## src/rtl/core/window_overlap_add_core_macros.svh

```systemverilog
`ifndef WINDOW_OVERLAP_ADD_CORE_MACROS_SVH
`define WINDOW_OVERLAP_ADD_CORE_MACROS_SVH

// Same-cycle implication, disabled during reset.
`define WOA_ASSERT_NOW(lbl, clk_s, rst_s, ante, cons, msg) \
  lbl: assert property (@(posedge clk_s) disable iff (rst_s) (ante) |-> (cons)) \
    else $error(msg);

// Next-cycle implication, disabled during reset.
`define WOA_ASSERT_NEXT(lbl, clk_s, rst_s, ante, cons, msg) \
  lbl: assert property (@(posedge clk_s) disable iff (rst_s) (ante) |=> (cons)) \
    else $error(msg);

`endif

```

## src/rtl/core/woa_pkg.sv

```systemverilog
`default_nettype none

package woa_pkg;

  localparam int DEF_MAX_WINDOW = 32;
  localparam int GRAD_W         = 24;
  localparam int ACC_W          = 29;
  localparam int CFG_W          = 6;
  localparam int CFG_IDX_W      = 1;
  localparam int IN_TDATA_W     = 24;
  localparam int OUT_TDATA_W    = 32;
  localparam int LEN_CLAMP_W    = 7;

  localparam logic [CFG_IDX_W-1:0] REG_WINDOW_SIZE = 1'b0;
  localparam logic [CFG_IDX_W-1:0] REG_HOP_STEP    = 1'b1;

  localparam logic [CFG_W-1:0] RST_WINDOW_SIZE = 6'd4;
  localparam logic [CFG_W-1:0] RST_HOP_STEP    = 6'd1;

  typedef enum logic [1:0] {
    ST_IDLE,
    ST_ACC,
    ST_EMIT_RD,
    ST_EMIT
  } woa_state_t;

  typedef struct packed {
    logic rd_en;
    logic acc_wr;
    logic inval;
    logic clr_all;
  } woa_mem_ctl_t;

  // Zero acts as one, anything above the buffer depth acts as the depth.
  function automatic logic [LEN_CLAMP_W-1:0] clamp_len(
    input logic [CFG_W-1:0]       v,
    input logic [LEN_CLAMP_W-1:0] maxw
  );
    if (v == '0) return LEN_CLAMP_W'(1);
    if ({1'b0, v} > maxw) return maxw;
    return {1'b0, v};
  endfunction

endpackage

`default_nettype wire

```

## src/rtl/core/woa_buf.sv

```systemverilog
`default_nettype none

module woa_buf #(
  parameter int MAX_WINDOW = woa_pkg::DEF_MAX_WINDOW
) (
  input  wire logic                              clk,
  input  wire logic                              rst,
  input  wire woa_pkg::woa_mem_ctl_t             ctl,
  input  wire logic [$clog2(MAX_WINDOW)-1:0]     rd_addr,
  input  wire logic [$clog2(MAX_WINDOW)-1:0]     wr_addr,
  input  wire logic signed [woa_pkg::ACC_W-1:0]  wr_data,
  output logic signed [woa_pkg::ACC_W-1:0]       rd_data,
  output logic                                   rd_ok
);
  import woa_pkg::*;

  logic signed [ACC_W-1:0] mem [MAX_WINDOW];
  logic [MAX_WINDOW-1:0]   vld;

  always_ff @(posedge clk) begin
    if (ctl.acc_wr) begin
      mem[wr_addr] <= wr_data;
    end
    if (ctl.rd_en) begin
      rd_data <= mem[rd_addr];
    end
  end

  // An entry without its valid bit reads as zero.
  always_ff @(posedge clk) begin
    if (rst || ctl.clr_all) begin
      vld <= '0;
    end else if (ctl.acc_wr) begin
      vld[wr_addr] <= 1'b1;
    end else if (ctl.inval) begin
      vld[wr_addr] <= 1'b0;
    end
  end

  always_ff @(posedge clk) begin
    if (rst) begin
      rd_ok <= 1'b0;
    end else if (ctl.rd_en) begin
      rd_ok <= vld[rd_addr];
    end
  end

endmodule

`default_nettype wire

```

## src/rtl/core/woa_seq.sv

```systemverilog
`default_nettype none
`include "window_overlap_add_core_macros.svh"

module woa_seq #(
  parameter int MAX_WINDOW = woa_pkg::DEF_MAX_WINDOW
) (
  input  wire logic                                 clk,
  input  wire logic                                 rst,
  input  wire logic                                 cfg_clear,
  input  wire logic [$clog2(MAX_WINDOW+1)-1:0]      win_len,
  input  wire logic [$clog2(MAX_WINDOW+1)-1:0]      hop_len,
  input  wire logic                                 s_tvalid,
  output logic                                      s_tready,
  input  wire logic signed [woa_pkg::GRAD_W-1:0]    grad_value,
  input  wire logic                                 final_window,
  output logic                                      m_tvalid,
  input  wire logic                                 m_tready,
  output logic signed [woa_pkg::ACC_W-1:0]          sample_value,
  output logic                                      run_last,
  output logic                                      signal_end,
  output woa_pkg::woa_mem_ctl_t                     mem_ctl,
  output logic [$clog2(MAX_WINDOW)-1:0]             rd_addr,
  output logic [$clog2(MAX_WINDOW)-1:0]             wr_addr,
  output logic signed [woa_pkg::ACC_W-1:0]          wr_data,
  input  wire logic signed [woa_pkg::ACC_W-1:0]     rd_data,
  input  wire logic                                 rd_ok
);
  import woa_pkg::*;

  localparam int AW = $clog2(MAX_WINDOW);
  localparam int LW = $clog2(MAX_WINDOW + 1);
  localparam int SW = AW + 1;
  localparam logic [SW-1:0] DEPTH = SW'(MAX_WINDOW);

  woa_state_t state, state_next;

  logic [AW-1:0]           col;
  logic [AW-1:0]           base;
  logic [AW-1:0]           k;
  logic [LW-1:0]           n_len;
  logic                    fin_r;
  logic [AW-1:0]           slot_r;
  logic signed [GRAD_W-1:0] g_r;

  logic [SW-1:0] addend, sum_addr;
  logic [AW-1:0] slot_addr;
  logic [SW-1:0] col_inc, k_inc;
  logic          col_end, k_last, in_win;
  logic          s_fire, m_fire;

  // One circular address adder, its offset picked by state.
  always_comb begin
    addend = {1'b0, col};
    unique case (state)
      ST_IDLE:    addend = {1'b0, col};
      ST_ACC:     addend = {1'b0, col};
      ST_EMIT_RD: addend = {1'b0, k};
      ST_EMIT:    addend = SW'(hop_len);
      default:    addend = {1'b0, col};
    endcase
  end

  assign sum_addr  = {1'b0, base} + addend;
  assign slot_addr = AW'((sum_addr >= DEPTH) ? (sum_addr - DEPTH) : sum_addr);

  assign col_inc = {1'b0, col} + SW'(1);
  assign k_inc   = {1'b0, k} + SW'(1);
  assign col_end = (col_inc >= SW'(win_len));
  assign k_last  = (k_inc == SW'(n_len));
  assign in_win  = ({1'b0, k} < SW'(win_len));

  assign s_fire = s_tvalid && s_tready;
  assign m_fire = m_tvalid && m_tready;

  assign wr_addr = slot_r;
  assign wr_data = (rd_ok ? rd_data : '0) + {{(ACC_W - GRAD_W){g_r[GRAD_W-1]}}, g_r};

  assign sample_value = (in_win && rd_ok) ? rd_data : '0;
  assign run_last     = k_last;
  assign signal_end   = k_last && fin_r;

  always_ff @(posedge clk) begin
    if (rst || cfg_clear) begin
      state <= ST_IDLE;
    end else begin
      state <= state_next;
    end
  end

  always_comb begin
    state_next = state;
    mem_ctl    = '0;
    rd_addr    = slot_addr;
    s_tready   = 1'b0;
    m_tvalid   = 1'b0;
    unique case (state)
      ST_IDLE: begin
        s_tready      = !rst;
        mem_ctl.rd_en = s_tvalid && !rst;
        if (s_tvalid) state_next = ST_ACC;
      end
      ST_ACC: begin
        mem_ctl.acc_wr = 1'b1;
        state_next     = col_end ? ST_EMIT_RD : ST_IDLE;
      end
      ST_EMIT_RD: begin
        mem_ctl.rd_en = 1'b1;
        state_next    = ST_EMIT;
      end
      ST_EMIT: begin
        m_tvalid        = 1'b1;
        mem_ctl.inval   = m_tready && in_win;
        mem_ctl.clr_all = m_tready && k_last && fin_r;
        if (m_tready) state_next = k_last ? ST_IDLE : ST_EMIT_RD;
      end
      default: state_next = ST_IDLE;
    endcase
    if (cfg_clear) mem_ctl.clr_all = 1'b1;
  end

  always_ff @(posedge clk) begin
    if (rst || cfg_clear) begin
      col   <= '0;
      base  <= '0;
      k     <= '0;
      n_len <= LW'(1);
      fin_r <= 1'b0;
    end else begin
      case (state)
        ST_IDLE: begin
          if (s_fire) fin_r <= final_window;
        end
        ST_ACC: begin
          if (col_end) begin
            col   <= '0;
            k     <= '0;
            n_len <= fin_r ? win_len : hop_len;
          end else begin
            col <= AW'(col_inc);
          end
        end
        ST_EMIT: begin
          if (m_fire) begin
            if (k_last) begin
              k    <= '0;
              base <= fin_r ? '0 : slot_addr;
            end else begin
              k <= AW'(k_inc);
            end
          end
        end
        default: ;
      endcase
    end
  end

  always_ff @(posedge clk) begin
    if (s_fire) begin
      g_r    <= grad_value;
      slot_r <= slot_addr;
    end else if (state == ST_EMIT_RD) begin
      slot_r <= slot_addr;
    end
  end

  `WOA_ASSERT_NOW(a_one_side, clk, rst, s_tready, !m_tvalid, "input and output open together")
  `WOA_ASSERT_NOW(a_col_range, clk, rst, 1'b1, {1'b0, col} < SW'(win_len), "column out of window")
  `WOA_ASSERT_NOW(a_base_range, clk, rst, 1'b1, {1'b0, base} < DEPTH, "base out of buffer")
  `WOA_ASSERT_NEXT(a_last_idle, clk, rst, m_fire && run_last && !cfg_clear, s_tready, "no return to idle")

endmodule

`default_nettype wire

```

## src/rtl/core/window_overlap_add_core.sv

```systemverilog
// Each input transaction is a buffer read, then add and write back.
// A transaction that completes a window is then followed by n output transactions,
// n = hop_step (or window_size on the final window), each a buffer read, then held until m_tready.
// Throughput is set by the sequencer and its shared address adder; the buffer has separate read and write ports.
// rst is synchronous: window_size = 4, hop_step = 1, all buffer entries read as zero.
// A register write also restarts the stream; there is no clearing pass.
`default_nettype none

module window_overlap_add_core #(
  parameter int MAX_WINDOW = woa_pkg::DEF_MAX_WINDOW
) (
  input  wire logic                                clk,
  input  wire logic                                rst,
  input  wire logic                                cfg_we,
  input  wire logic [woa_pkg::CFG_IDX_W-1:0]       cfg_index,
  input  wire logic [woa_pkg::CFG_W-1:0]           cfg_data,
  input  wire logic                                s_tvalid,
  output logic                                     s_tready,
  input  wire logic [woa_pkg::IN_TDATA_W-1:0]      s_tdata,  // [23:0] grad_value
  input  wire logic                                s_tuser,  // [0] final_window
  output logic                                     m_tvalid,
  input  wire logic                                m_tready,
  output logic [woa_pkg::OUT_TDATA_W-1:0]          m_tdata,  // [28:0] sample_value
  output logic                                     m_tlast,  // run_last
  output logic                                     m_tuser   // [0] signal_end
);
  import woa_pkg::*;

  localparam int AW = $clog2(MAX_WINDOW);
  localparam int LW = $clog2(MAX_WINDOW + 1);
  localparam logic [LEN_CLAMP_W-1:0] MAXL = LEN_CLAMP_W'(MAX_WINDOW);

  logic [LW-1:0]            win_len, hop_len;
  woa_mem_ctl_t             mem_ctl;
  logic [AW-1:0]            rd_addr, wr_addr;
  logic signed [ACC_W-1:0]  wr_data, rd_data, sample_value;
  logic                     rd_ok;

  always_ff @(posedge clk) begin
    if (rst) begin
      win_len <= LW'(clamp_len(RST_WINDOW_SIZE, MAXL));
      hop_len <= LW'(clamp_len(RST_HOP_STEP, MAXL));
    end else if (cfg_we) begin
      unique case (cfg_index)
        REG_WINDOW_SIZE: win_len <= LW'(clamp_len(cfg_data, MAXL));
        REG_HOP_STEP:    hop_len <= LW'(clamp_len(cfg_data, MAXL));
        default: ;
      endcase
    end
  end

  woa_seq #(
    .MAX_WINDOW(MAX_WINDOW)
  ) u_seq (
    .clk          (clk),
    .rst          (rst),
    .cfg_clear    (cfg_we),
    .win_len      (win_len),
    .hop_len      (hop_len),
    .s_tvalid     (s_tvalid),
    .s_tready     (s_tready),
    .grad_value   (s_tdata[GRAD_W-1:0]),
    .final_window (s_tuser),
    .m_tvalid     (m_tvalid),
    .m_tready     (m_tready),
    .sample_value (sample_value),
    .run_last     (m_tlast),
    .signal_end   (m_tuser),
    .mem_ctl      (mem_ctl),
    .rd_addr      (rd_addr),
    .wr_addr      (wr_addr),
    .wr_data      (wr_data),
    .rd_data      (rd_data),
    .rd_ok        (rd_ok)
  );

  woa_buf #(
    .MAX_WINDOW(MAX_WINDOW)
  ) u_buf (
    .clk     (clk),
    .rst     (rst),
    .ctl     (mem_ctl),
    .rd_addr (rd_addr),
    .wr_addr (wr_addr),
    .wr_data (wr_data),
    .rd_data (rd_data),
    .rd_ok   (rd_ok)
  );

  assign m_tdata = {{(OUT_TDATA_W - ACC_W){1'b0}}, sample_value};

endmodule

`default_nettype wire
```

## config.mk

```make
export PLATFORM = sky130hd
export DESIGN_NAME = window_overlap_add_core
export DESIGN_NICKNAME = d
export VERILOG_FILES = /design/src/rtl/core/woa_pkg.sv /design/src/rtl/core/woa_buf.sv /design/src/rtl/core/woa_seq.sv /design/src/rtl/core/window_overlap_add_core.sv
export VERILOG_INCLUDE_DIRS = /design/src /design/src/rtl/core
export SDC_FILE = /design/constraint.sdc
export NUM_CORES = 1
export LEC_CHECK = 0
export ABC_AREA = 1
export BUFFER_PORTS_ARGS = -buffer_cell sky130_fd_sc_hd__buf_2
export CORE_MARGIN = 2
export CORE_UTILIZATION = 30
export DETAILED_ROUTE_END_ITERATION = 16
export MAX_ROUTING_LAYER = met4
export PLACE_DENSITY_LB_ADDON = 0.15
export SYNTH_ARGS = -nofsm -noshare
export SYNTH_HDL_FRONTEND = slang
export SYNTH_SLANG_ARGS = --single-unit
export TNS_END_PERCENT = 30
```

## constraint.sdc

```tcl
create_clock -name clk -period 4.1 [get_ports clk]
set_input_delay 0.41 -clock clk [delete_from_list [all_inputs] [get_ports clk]]
set_output_delay 0.41 -clock clk [all_outputs]
set_load 0.03 [all_outputs]
```

### Yosys cells after proc, flatten, opt, wreduce, memory -nomap -nowiden

Memories as Yosys holds them, arrays and structs flattened. A register that Yosys moved wholly into a read port is not among the register bits.
Index checks and enable logic that the tools add are counted.

| cells by class | value |
|---|---|
| add/sub/neg operators | 5 |
| $mul | 0 |
| div/mod/pow operators | 0 |
| order comparisons | 7 |
| eq/ne operators | 8 |
| shifts and indexed selects | 0 |
| muxes and demuxes | 54 |
| bitwise logic cells | 4 |
| reduce and logical (&&, ||, !) cells | 25 |

Operators with widths:

| cell | number |
|---|---|
| $mux W32 | 2 |
| $mux W29 | 2 |
| $mux W6 | 7 |
| $mux W5 | 8 |
| $and A32 B32 Y32 | 1 |
| $not A32 Y32 | 1 |
| $or A32 B32 Y32 | 1 |
| $add A29 B29 Y29 | 1 |
| $mux W1 | 24 |
| $pmux W6 S3 | 1 |
| $add A5 B1 Y6 const B | 2 |
| $lt A5 B6 Y1 const B | 2 |
| $mux W2 | 5 |
| $pmux W5 S2 | 1 |
| $reduce_and A2 Y1 | 5 |
| $logic_and A1 B1 Y1 | 9 |
| $pmux W2 S4 | 1 |
| $add A5 B6 Y6 | 1 |
| $eq A6 B6 Y1 | 1 |
| $ge A6 B6 Y1 | 1 |
| $ge A6 B6 Y1 const B | 1 |
| $gt A6 B6 Y1 const B | 1 |
| $logic_not A6 Y1 | 1 |
| $lt A5 B6 Y1 | 1 |
| 16 further kinds | 23 |

| word-level totals | value |
|---|---|
| register bits after elaboration | 98 |
| latch bits | 0 |
| bits in writable memories | 928 |
| bits in read-only memories | 0 |
| input port bits | 37 |
| word-level logic and storage cells | 116 |
| memories kept | 1 |

Memories:

| memory | depth | width | rd ports | clocked after Yosys merged registers in | write ports | RTL line | source |
|---|---|---|---|---|---|---|---|
| u_buf.mem | 32 | 29 | 1 | 1 | 1 | woa_buf.sv:17 | `logic signed [ACC_W-1:0] mem [MAX_WINDOW];` |

### Depth between registers and ports, before layout

Gate-level depths: netlist (run 1).

| logic depth | value |
|---|---|
| depth after elaboration | 11 |
| mapped depth | 19 |
| depth with buffers taken out | 18 |

### By module

From an unflattened synthesis (run 1), not the netlist that was laid out.

| unflattened totals | value |
|---|---|
| cells, all modules | 4137 |
| area, all modules | 45403.5 um2 |

Modules (own cells, without submodules):

| module | times used | cells each | area an instance (um2) | seq. area each (um2) |
|---|---|---|---|---|
| woa_buf | 1 | 3312 | 39912.0 | 29398.2 |
| woa_seq | 1 | 764 | 5016.1 | 1351.3 |
| window_overlap_add_core | 1 | 61 | 475.5 | 240.2 |

### Worst setup path after synthesis (run 1)

No wires, ideal clock.

| timing | value |
|---|---|
| path type | flip-flop to flip-flop |
| start | register u_seq.state[1] |
| end | memory u_buf.mem[3][0] (enable) |
| library setup time | 0.454 ns |
| data arrival time | 3.053 ns |
| path slack | 0.593 ns |
| cell stages (with the launch flop) | 7 |
| buffers on the path | 3 |
| period minus slack after synthesis | 3.507 ns |
| path through | dfxtp_1 > buf_2 > nor2_1 > inv_1 > buf_2 > buf_1 > nor3_1 |

| on the way | value |
|---|---|
| cells in the longest elaborated chain, start to end | 4 |

Ends and longest elaborated chain:

| item | RTL line | source |
|---|---|---|
| from (decl) | woa_seq.sv:35 | `woa_state_t state, state_next;` |
| from (signal assigned) | woa_seq.sv:86 | `state <= state_next;` |
| $eq A2 B1 Y1 | woa_seq.sv:96 | `unique case (state)` |
| $mux W1 | woa_seq.sv:96 |  |
| $mux W1 | woa_buf.sv:21 | `if (ctl.acc_wr) begin` |
| $mux W1 (implied by the code) | woa_buf.sv:22 | `mem[wr_addr] <= wr_data;` |
| to (decl) | woa_buf.sv:17 |  |

Every way passes these cells.

### Worst setup path after layout (run 1)

| timing | value |
|---|---|
| start | register u_seq.state[1] |
| end | register u_buf.rd_data[0] in the netlist's numbering, read port of u_buf.mem (data pin) |

| on the way | value |
|---|---|
| cells in the longest elaborated chain, start to end | 6 |
| elaborated cells on any way between the ends | 11 |
| classes of those cells | 2 x add/sub; 1 x order compare; 3 x eq/ne; 3 x mux; 2 x reduce/logical |

Ends and longest elaborated chain:

| item | RTL line | source |
|---|---|---|
| $eq A2 B1 Y1 / $logic_not A2 Y1 (equally long branches) | woa_seq.sv:54, woa_seq.sv:96 |  |
| $reduce_or A2 Y1 (no line) | - |  |
| $pmux W6 S3 | woa_seq.sv:54 | `unique case (state)` |
| $add A5 B6 Y6 | woa_seq.sv:63 | `assign sum_addr = {1'b0, base} + addend;` |
| $sub A5 B1 Y5 / $ge A6 B6 Y1 (equally long branches) | woa_seq.sv:64 | `assign slot_addr = AW'((sum_addr >= DEPTH) ? (sum_addr - DEPTH) : sum_addr);` |
| $mux W5 | woa_seq.sv:64 |  |
| to (decl) | woa_buf.sv:12 | `output logic signed [woa_pkg::ACC_W-1:0] rd_data,` |

Parallel ways exist; a longest one is shown, timed or not.
A chain may end at the register's enable or synchronous reset.

==> results of run 1 <==
## cells by family after synthesis
| logic type | share of synthesized area |
|---|---|
| and+or+nand+nor | 0.1352 |
| DFF | 0.7011 |
| AOI/OAI and AO/OA | 0.1109 |
| buffers and inverters | 0.03377 |
| adders and majority gates | 0.01336 |
| xor gates and xnor gates | 0.005520 |
| other | 0.00008484 |
## layer usage
| layer | up-vias | global-route usage | share of wire | wire [µm] |
|---|---|---|---|---|
| li1 | 14112 | - | - | - |
| met2 | 698 | 0.3103 | 0.47 | 68010 |
| met1 | 15495 | 0.2663 | 0.47 | 67940 |
| met5 | - | - | 0 | 0 |
| met3 | 202 | 0.02697 | 0.041 | 5903 |
| met4 | 0 | 0.04766 | 0.024 | 3542 |
## flip-flops by register name (all words and copies together), names as in the netlist, named ones only
register,flops
u_seq.wr_addr,5
u_buf.rd_ok,1
u_seq.n_len,6
u_seq.g_r,24
win_len,6
u_seq.state,2
u_buf.mem,928
u_buf.rd_data,29
u_seq.col,5
u_seq.k,5
hop_len,6
u_seq.base,5
u_seq.fin_r,1
## layout make-up
class	instances	area, µm²	area share
Sequential cell	1055	30990	0.6014
Multi-Input combinational cell	2475	12110	0.2350
Clock buffer	129	2845	0.05521
Tap cell	1917	2399	0.04654
Timing Repair Buffer	234	1989	0.03861
Clock inverter	76	681.9	0.01323
Inverter	131	515.5	0.01000
Antenna cell	1	2.502	0.00004856
## final timing paths
check	slack [ns]	cells after the start	from	to
max reg2reg	0.36	15	u_seq.state[1]	u_buf.rd_data[0]
min reg2reg	0.47	2	u_seq.n_len[1]	u_seq.n_len[1]
max	0.36	15	u_seq.state[1]	u_buf.rd_data[0]
min	0.06	3	s_tvalid	u_seq.state[0]
## stage by stage
stage	util	setup WS, ns	hold slack (ns)	total power, mW	instance area (µm²)
4_1_cts	0.3531	0.3796	0.007906	23.34	51530
2_1_floorplan	-	0.5930	0.4432	12.89	44210
3_5_place_dp	0.3268	0.3595	0.4614	13.42	47680
6_report	0.3532	0.3584	0.05920	23.12	51530
5_1_grt	0.3531	0.1178	0.05058	23.86	51530
3_3_place_gp	0.3268	0.4152	0.4555	13.42	47680
## layout by cell type (no fill, tap or decap), types with 3 or more instances in the layout
master / count
edfxtp_1: 986
nor2_1: 750
o21ai_0: 518
nand2_1: 455
a21oi_1: 212
o22ai_1: 178
nand3_1: 162
inv_1: 121
clkbuf_16: 111
buf_4: 107
dfxtp_1: 69
buf_2: 69
ha_1: 43
nor3_2: 32
dlygate4sd3_1: 32
clkinv_1: 31
buf_12: 26
clkinv_2: 25
nor2_2: 22
nor3_1: 21
clkbuf_1: 18
xor2_2: 14
nand4_1: 13
bufinv_16: 9
xor2_1: 6
clkinvlp_4: 6
a31oi_1: 5
o21bai_1: 4
xnor2_2: 4
inv_2: 4
nand3b_1: 4
inv_8: 4
nand2_4: 3
a21o_1: 3
conb_1: 3
inv_6: 3
## power by group through the flow
| stage | logic (mW) | registers (mW) | clock network [mW] |
|---|---|---|---|
| 2_1_floorplan | 0.609 | 12.3 | 0 |
| 3_3_place_gp | 1.13 | 12.3 | 0 |
| 4_1_cts | 1.15 | 12.1 | 10.1 |
| 6_report | 1.13 | 12.1 | 9.93 |
| 5_1_grt | 1.25 | 12.1 | 10.5 |
| 3_5_place_dp | 1.12 | 12.3 | 0 |
## worst max-delay path: stages, from the launching register on
cell and delay, ns:
dfxtp_1 0.50, nand2_1 0.20, inv_1 0.17, a21oi_1 0.13
ha_4 0.17, inv_1 0.07, fa_4 0.75, inv_8 0.38
buf_12 0.25, nor2_1 0.06, o21ai_0 0.07, a21oi_1 0.09
a21oi_1 0.25, nand2_1 0.11, nand3_1 0.21, nand2_1 0.08
==> metrics.md, run 1 <==
| Metric | Value |
|---|---|
| Yosys reg bits | `1055` |
| # IOs | `73` |
| Core Region | `145900 µm²` |
| Crit Path Max Fanout | `39` |
| CTS sink cnt | `1055` |
| Pwr Density | `448.6 nW/µm²` |
| Ys flop type | `edfxtp_1` |
| Initial core utilization | `0.3029` |
| EDFF count, synth | `986` |
| Pin count of the biggest net entering global routing | `127` |
| Crit. End Element | `flop` |
| Hold Path Class | `in2reg` |
| Critical Path AT | `4.23 ns` |
| Final net count | `4091` |
| Initial antenna violation count | `1` |
| Avg WL per Cell | `24.16 µm` |
| Dpl cells | `5780` |
| Final setup violation count | `0` |
| Most frequent cell after synthesis | `edfxtp_1` |
| Pint | `17.84 mW` |
| Clock root cell | `clkbuf_16` |
| Vias per inst | `5.069` |
| DR iter-0 viols | `2705` |
| Ys Warns | `0` |
| Hold_buf cts | `32` |
| First-pass GRT wire length | `211.0 mm` |
| Critical Path RT | `4.59 ns` |
| Sw Share | `0.2281` |
| FILL cells | `14378` |
| Die area | `150400 µm²` |
| Clock-pin slew on the worst setup and hold paths | `0.06 ns` |
| Wirelength, routed | `145.4 mm` |
| Seq pwr share | `0.522` |
| Final Hold Vio Count | `0` |
| Leakage | `17.70 nW` |
| Post-DP HPWL | `77.97 mm` |
| Post-CTS setup buffers | `0` |
| Layout cells sized above 1 | `0.1110` |
| Post-synthesis cell type count | `44` |
| RSZ-0062 raised after global routing | `no` |
| Grt total ovfl | `0` |
| Setup CP Type | `reg2reg` |
| CTS Buf Count | `111` |
| Post-synth top area cell | `edfxtp_1` |
| Post-synth top cells | `edfxtp_1, nor2_1, o21ai_0` |
| Top-area cell type share of the netlist area | `0.6698` |
| Non-filler cells, final | `6018` |
| Mapped Cells | `3889` |
| Total of max-cap violations | `0` |
| Max-slew violations | `0` |
| Residual DRC count | `0` |
| Cts repair resizes | `0` |
| CTS tree | `built` |
| Setup TNS | `0 ns` |
| Vias in the first global route | `29491` |
| Clock power share | `0.429` |
| Min cycle time layout | `3.742 ns` |
| Synth async-reset ratio | `0` |
| CP startpoint kind | `flop` |
| Die Span Y | `387.9 µm` |
| Peak supply drop | `0.3180 mV` |
| Avg Cell Area, Syn | `11.37 µm²` |
| Latest clock arrival within the worst-skew pair | `0.74 ns` |
| Final ANT Viol Nets | `0` |
| Relative slew slack | `0.2639` |
| GP Congestion | `0.8636` |
| Seq/Total Area, Yosys | `0.7011` |
| Fmax | `267.3 MHz` |
| P_sw | `5.274 mW` |
| Gate power share | `0.049` |
| Vias | `30507` |
| Synth top area cells | `edfxtp_1, nor2_1, o21ai_0, nand2_1, dfxtp_1` |
| Chip width | `387.9 µm` |
| Worst Tran Pin Value | `1.104 ns` |
| Clk_skew | `0.04524 ns` |
| Core Rows | `140` |
| First-pass DRT Iterations | `5` |
| H-tree lvl count | `3` |
| Synthesized area | `44200 µm²` |
| Input/output buffers | `69` |
| Area grow syn2layout | `16.58%` |
| All-Layer GR Usage | `0.1961` |
| Status | `completed` |
| Tcrit/Tclk final | `0.9126` |
| CTS Buffer Depth | `3` |
No activity file was read; power rests on OpenSTA's default activity.
==> run 2, diff against run 1 <==
- SLEW_MARGIN: unset -> 5
- clock period: 4.1 -> 4.3 ns (I/O delays scaled with it)
==> run 2 against run 1 <==
First-iteration DRC count fell by 4.1%. Critical path depth unchanged. Sequential power shrank 5%. Setup slack improved by 0.21 ns. Non-clock buffer count grew 9. Combinational power is 4% lower.
==> metrics.md, run 2 (same netlist as run 1, synthesis figures left out) <==
| Metric | Value |
|---|---|
| Status | `completed (unchanged)` |
| Tcrit/Tclk final | `0.8673 (was 0.9126)` |
| Slowest CP cell | `fa_4 (unchanged)` |
| Vias per inst | `5.073 (was 5.069)` |
| Worst path max stage delay | `0.90 ns (was 0.75 ns)` |
| Final setup margin | `0.5705 ns (was 0.3584 ns)` |
| Largest regs | `u_buf.mem x928, u_buf.rd_data x29, u_seq.g_r x24 (unchanged)` |
| First-pass DRT Iterations | `7 (was 5)` |
| Setup TNS | `0 ns (unchanged)` |
| Pwr Total | `22.84 mW (was 23.12 mW)` |
| Final Cell Area | `51930 µm² (was 51530 µm²)` |
| Layout cells sized above 1 | `0.1140 (was 0.1110)` |
| Clock root cell | `clkbuf_16 (unchanged)` |
| Min cycle time layout | `3.729 ns (was 3.742 ns)` |
| Clk_skew | `0.03927 ns (was 0.04524 ns)` |
| Pwr Density | `439.7 nW/µm² (was 448.6 nW/µm²)` |
| Fmax | `268.1 MHz (was 267.3 MHz)` |
| CTS Buf Count | `113 (was 111)` |
| Initial core utilization | `0.3029 (unchanged)` |
| Die area | `150400 µm² (unchanged)` |
| Fin Hold WS | `0.05809 ns (was 0.05920 ns)` |
| FILL cells | `14474 (was 14378)` |
| Initial antenna violation count | `2 (was 1)` |
| First-pass GRT wire length | `212.4 mm (was 211.0 mm)` |
| Worst path top cell family by delay | `adder cells (unchanged)` |
| Peak supply drop | `0.3579 mV (was 0.3180 mV)` |
| CTS tree | `built (unchanged)` |
| Pin count of the biggest net entering global routing | `97 (was 127)` |
| Area grow syn2layout | `17.49% (was 16.58%)` |
| Chip width | `387.9 µm (unchanged)` |
| GP Congestion | `0.8597 (was 0.8636)` |
| Critical Path RT | `4.90 ns (was 4.59 ns)` |
| Core Util, Final | `0.3559 (was 0.3532)` |
| RSZ-0062 raised after global routing | `no (unchanged)` |
| Wirelength, routed | `146.3 mm (was 145.4 mm)` |
| Core Region | `145900 µm² (unchanged)` |
| Critical path cell sequence | `inv_1, nand2_1, inv_1, a21oi_1, ha_4, inv_1, fa_4, buf_4, buf_4, o21ai_0, o22ai_1, a21oi_1, nand2_1, nand3_1, nand2_1 (was nand2_1, inv_1, a21oi_1, ha_4, inv_1, fa_4, inv_8, buf_12, nor2_1, o21ai_0, a21oi_1, a21oi_1, nand2_1, nand3_1, nand2_1)` |
| CTS Buffer Depth | `3 (unchanged)` |
| Total of max-cap violations | `0 (unchanged)` |
| Relative slew slack | `0.2234 (was 0.2639)` |
| Non-filler cells, final | `6031 (was 6018)` |
| Crit Path Max Fanout | `24 (was 39)` |
| Hold Path Class | `in2reg (unchanged)` |
| Final Hold Vio Count | `0 (unchanged)` |
| Clock-pin slew on the worst setup and hold paths | `0.06 ns (about the same)` |
| Final setup violation count | `0 (unchanged)` |
| Commonest cells after routing, fill and taps aside | `edfxtp_1, nor2_1, o21ai_0 (unchanged)` |
| All-Layer GR Usage | `0.1966 (was 0.1961)` |
| Setup CP Type | `reg2reg (unchanged)` |
| Residual DRC count | `0 (unchanged)` |
| CP startpoint kind | `flop (unchanged)` |
| Dpl cells | `5792 (was 5780)` |
| Ant diodes | `0 (was 1)` |
| Area of the multi-input gates | `12140 µm² (was 12110 µm²)` |
| # IOs | `73 (unchanged)` |
| Input/output buffers | `69 (unchanged)` |
| Reg2reg setup slack | `0.57 ns (was 0.36 ns)` |
| Leakage | `17.90 nW (was 17.70 nW)` |
| Avg WL per Cell | `24.26 µm (was 24.16 µm)` |
| Pre-CTS setup slack | `0.5430 ns (was 0.3595 ns)` |
| Max FFs per register | `928 (unchanged)` |
| Vias in the first global route | `29670 (was 29491)` |
| Latest clock arrival within the worst-skew pair | `0.74 ns (about the same)` |
| Max-slew violations | `0 (unchanged)` |
| Final ANT Viol Nets | `0 (unchanged)` |
| DR iter-0 viols | `2593 (was 2705)` |
| Reg area | `30990 µm² (unchanged)` |
| Bufs and invs on worst path | `5 (was 4)` |
| Die Span Y | `387.9 µm (unchanged)` |
| Worst Tran Pin Value | `1.165 ns (was 1.104 ns)` |
| Post-DP HPWL | `80.65 mm (was 77.97 mm)` |
| CTS sink cnt | `1055 (unchanged)` |
| H-tree lvl count | `3 (unchanged)` |
| Top reg by flops | `u_buf.mem (unchanged)` |
| Crit. End Element | `flop (unchanged)` |
| Final net count | `4102 (was 4091)` |
| Post-CTS setup buffers | `0 (unchanged)` |
| Post-DP Area | `47780 µm² (was 47680 µm²)` |
| Critical Path AT | `4.33 ns (was 4.23 ns)` |
| Grt total ovfl | `0 (unchanged)` |
| Vias | `30595 (was 30507)` |
| Core Rows | `140 (unchanged)` |
| Most common cell after layout, fill and taps aside | `edfxtp_1 (unchanged)` |
run 2: changes by cell type in the layout (fill, tap and decap cells not counted), moves of 4 or more:
cell	before	now
buf_4	107	121
clkbuf_1	18	28
clkinv_2	25	15
clkinvlp_4	6	2
clkinv_1	31	24
bufinv_16	9	20
run 2: worst min-delay path: cells and delay by family:
family	cells	cell delay, ns
AND/OR/NAND/NOR	1	0.09
buffers and inverters	2	0.12
AO/OA/AOI/OAI	1	0.06
run 2: path summary, 6_finish.rpt:
check                                     from           endpoint  depth (start not counted)
worst min register to register      win_len[1]         win_len[1]                          2
worst min-delay path                  m_tready     u_seq.state[0]                          4
worst max-delay path            u_seq.state[0]  u_buf.rd_data[16]                         15
worst max register to register  u_seq.state[0]  u_buf.rd_data[16]                         15
run 2: area by class of cell:
type,instances,area share
Inverter,131,0.009926
Clock buffer,144,0.05703
Tap cell,1917,0.04619
Timing Repair Buffer,243,0.03898
Multi-Input combinational cell,2475,0.2338
Clock inverter,66,0.01732
Sequential cell,1055,0.5967
run 2: power by group:
part | internal, mW | switching [mW]
sequential | 11.5 | 0.0324
combinational | 0.256 | 0.834
clock | 6.07 | 4.17
run 2: layer usage:
| metal | GRT usage | vias up | share of wire |
|---|---|---|---|
| li1 | - | 14134 | - |
| met1 | 0.2725 | 15566 | 0.47 |
| met2 | 0.3101 | 721 | 0.47 |
| met3 | 0.02351 | 174 | 0.044 |
| met4 | 0.04162 | 0 | 0.020 |
| met5 | - | - | 0 |
run 2: timing repair:
item | CTS | global route
resized for setup | 0 | 0
hold buffers | 29 | 0
hold endpoints to repair | 29 | 0
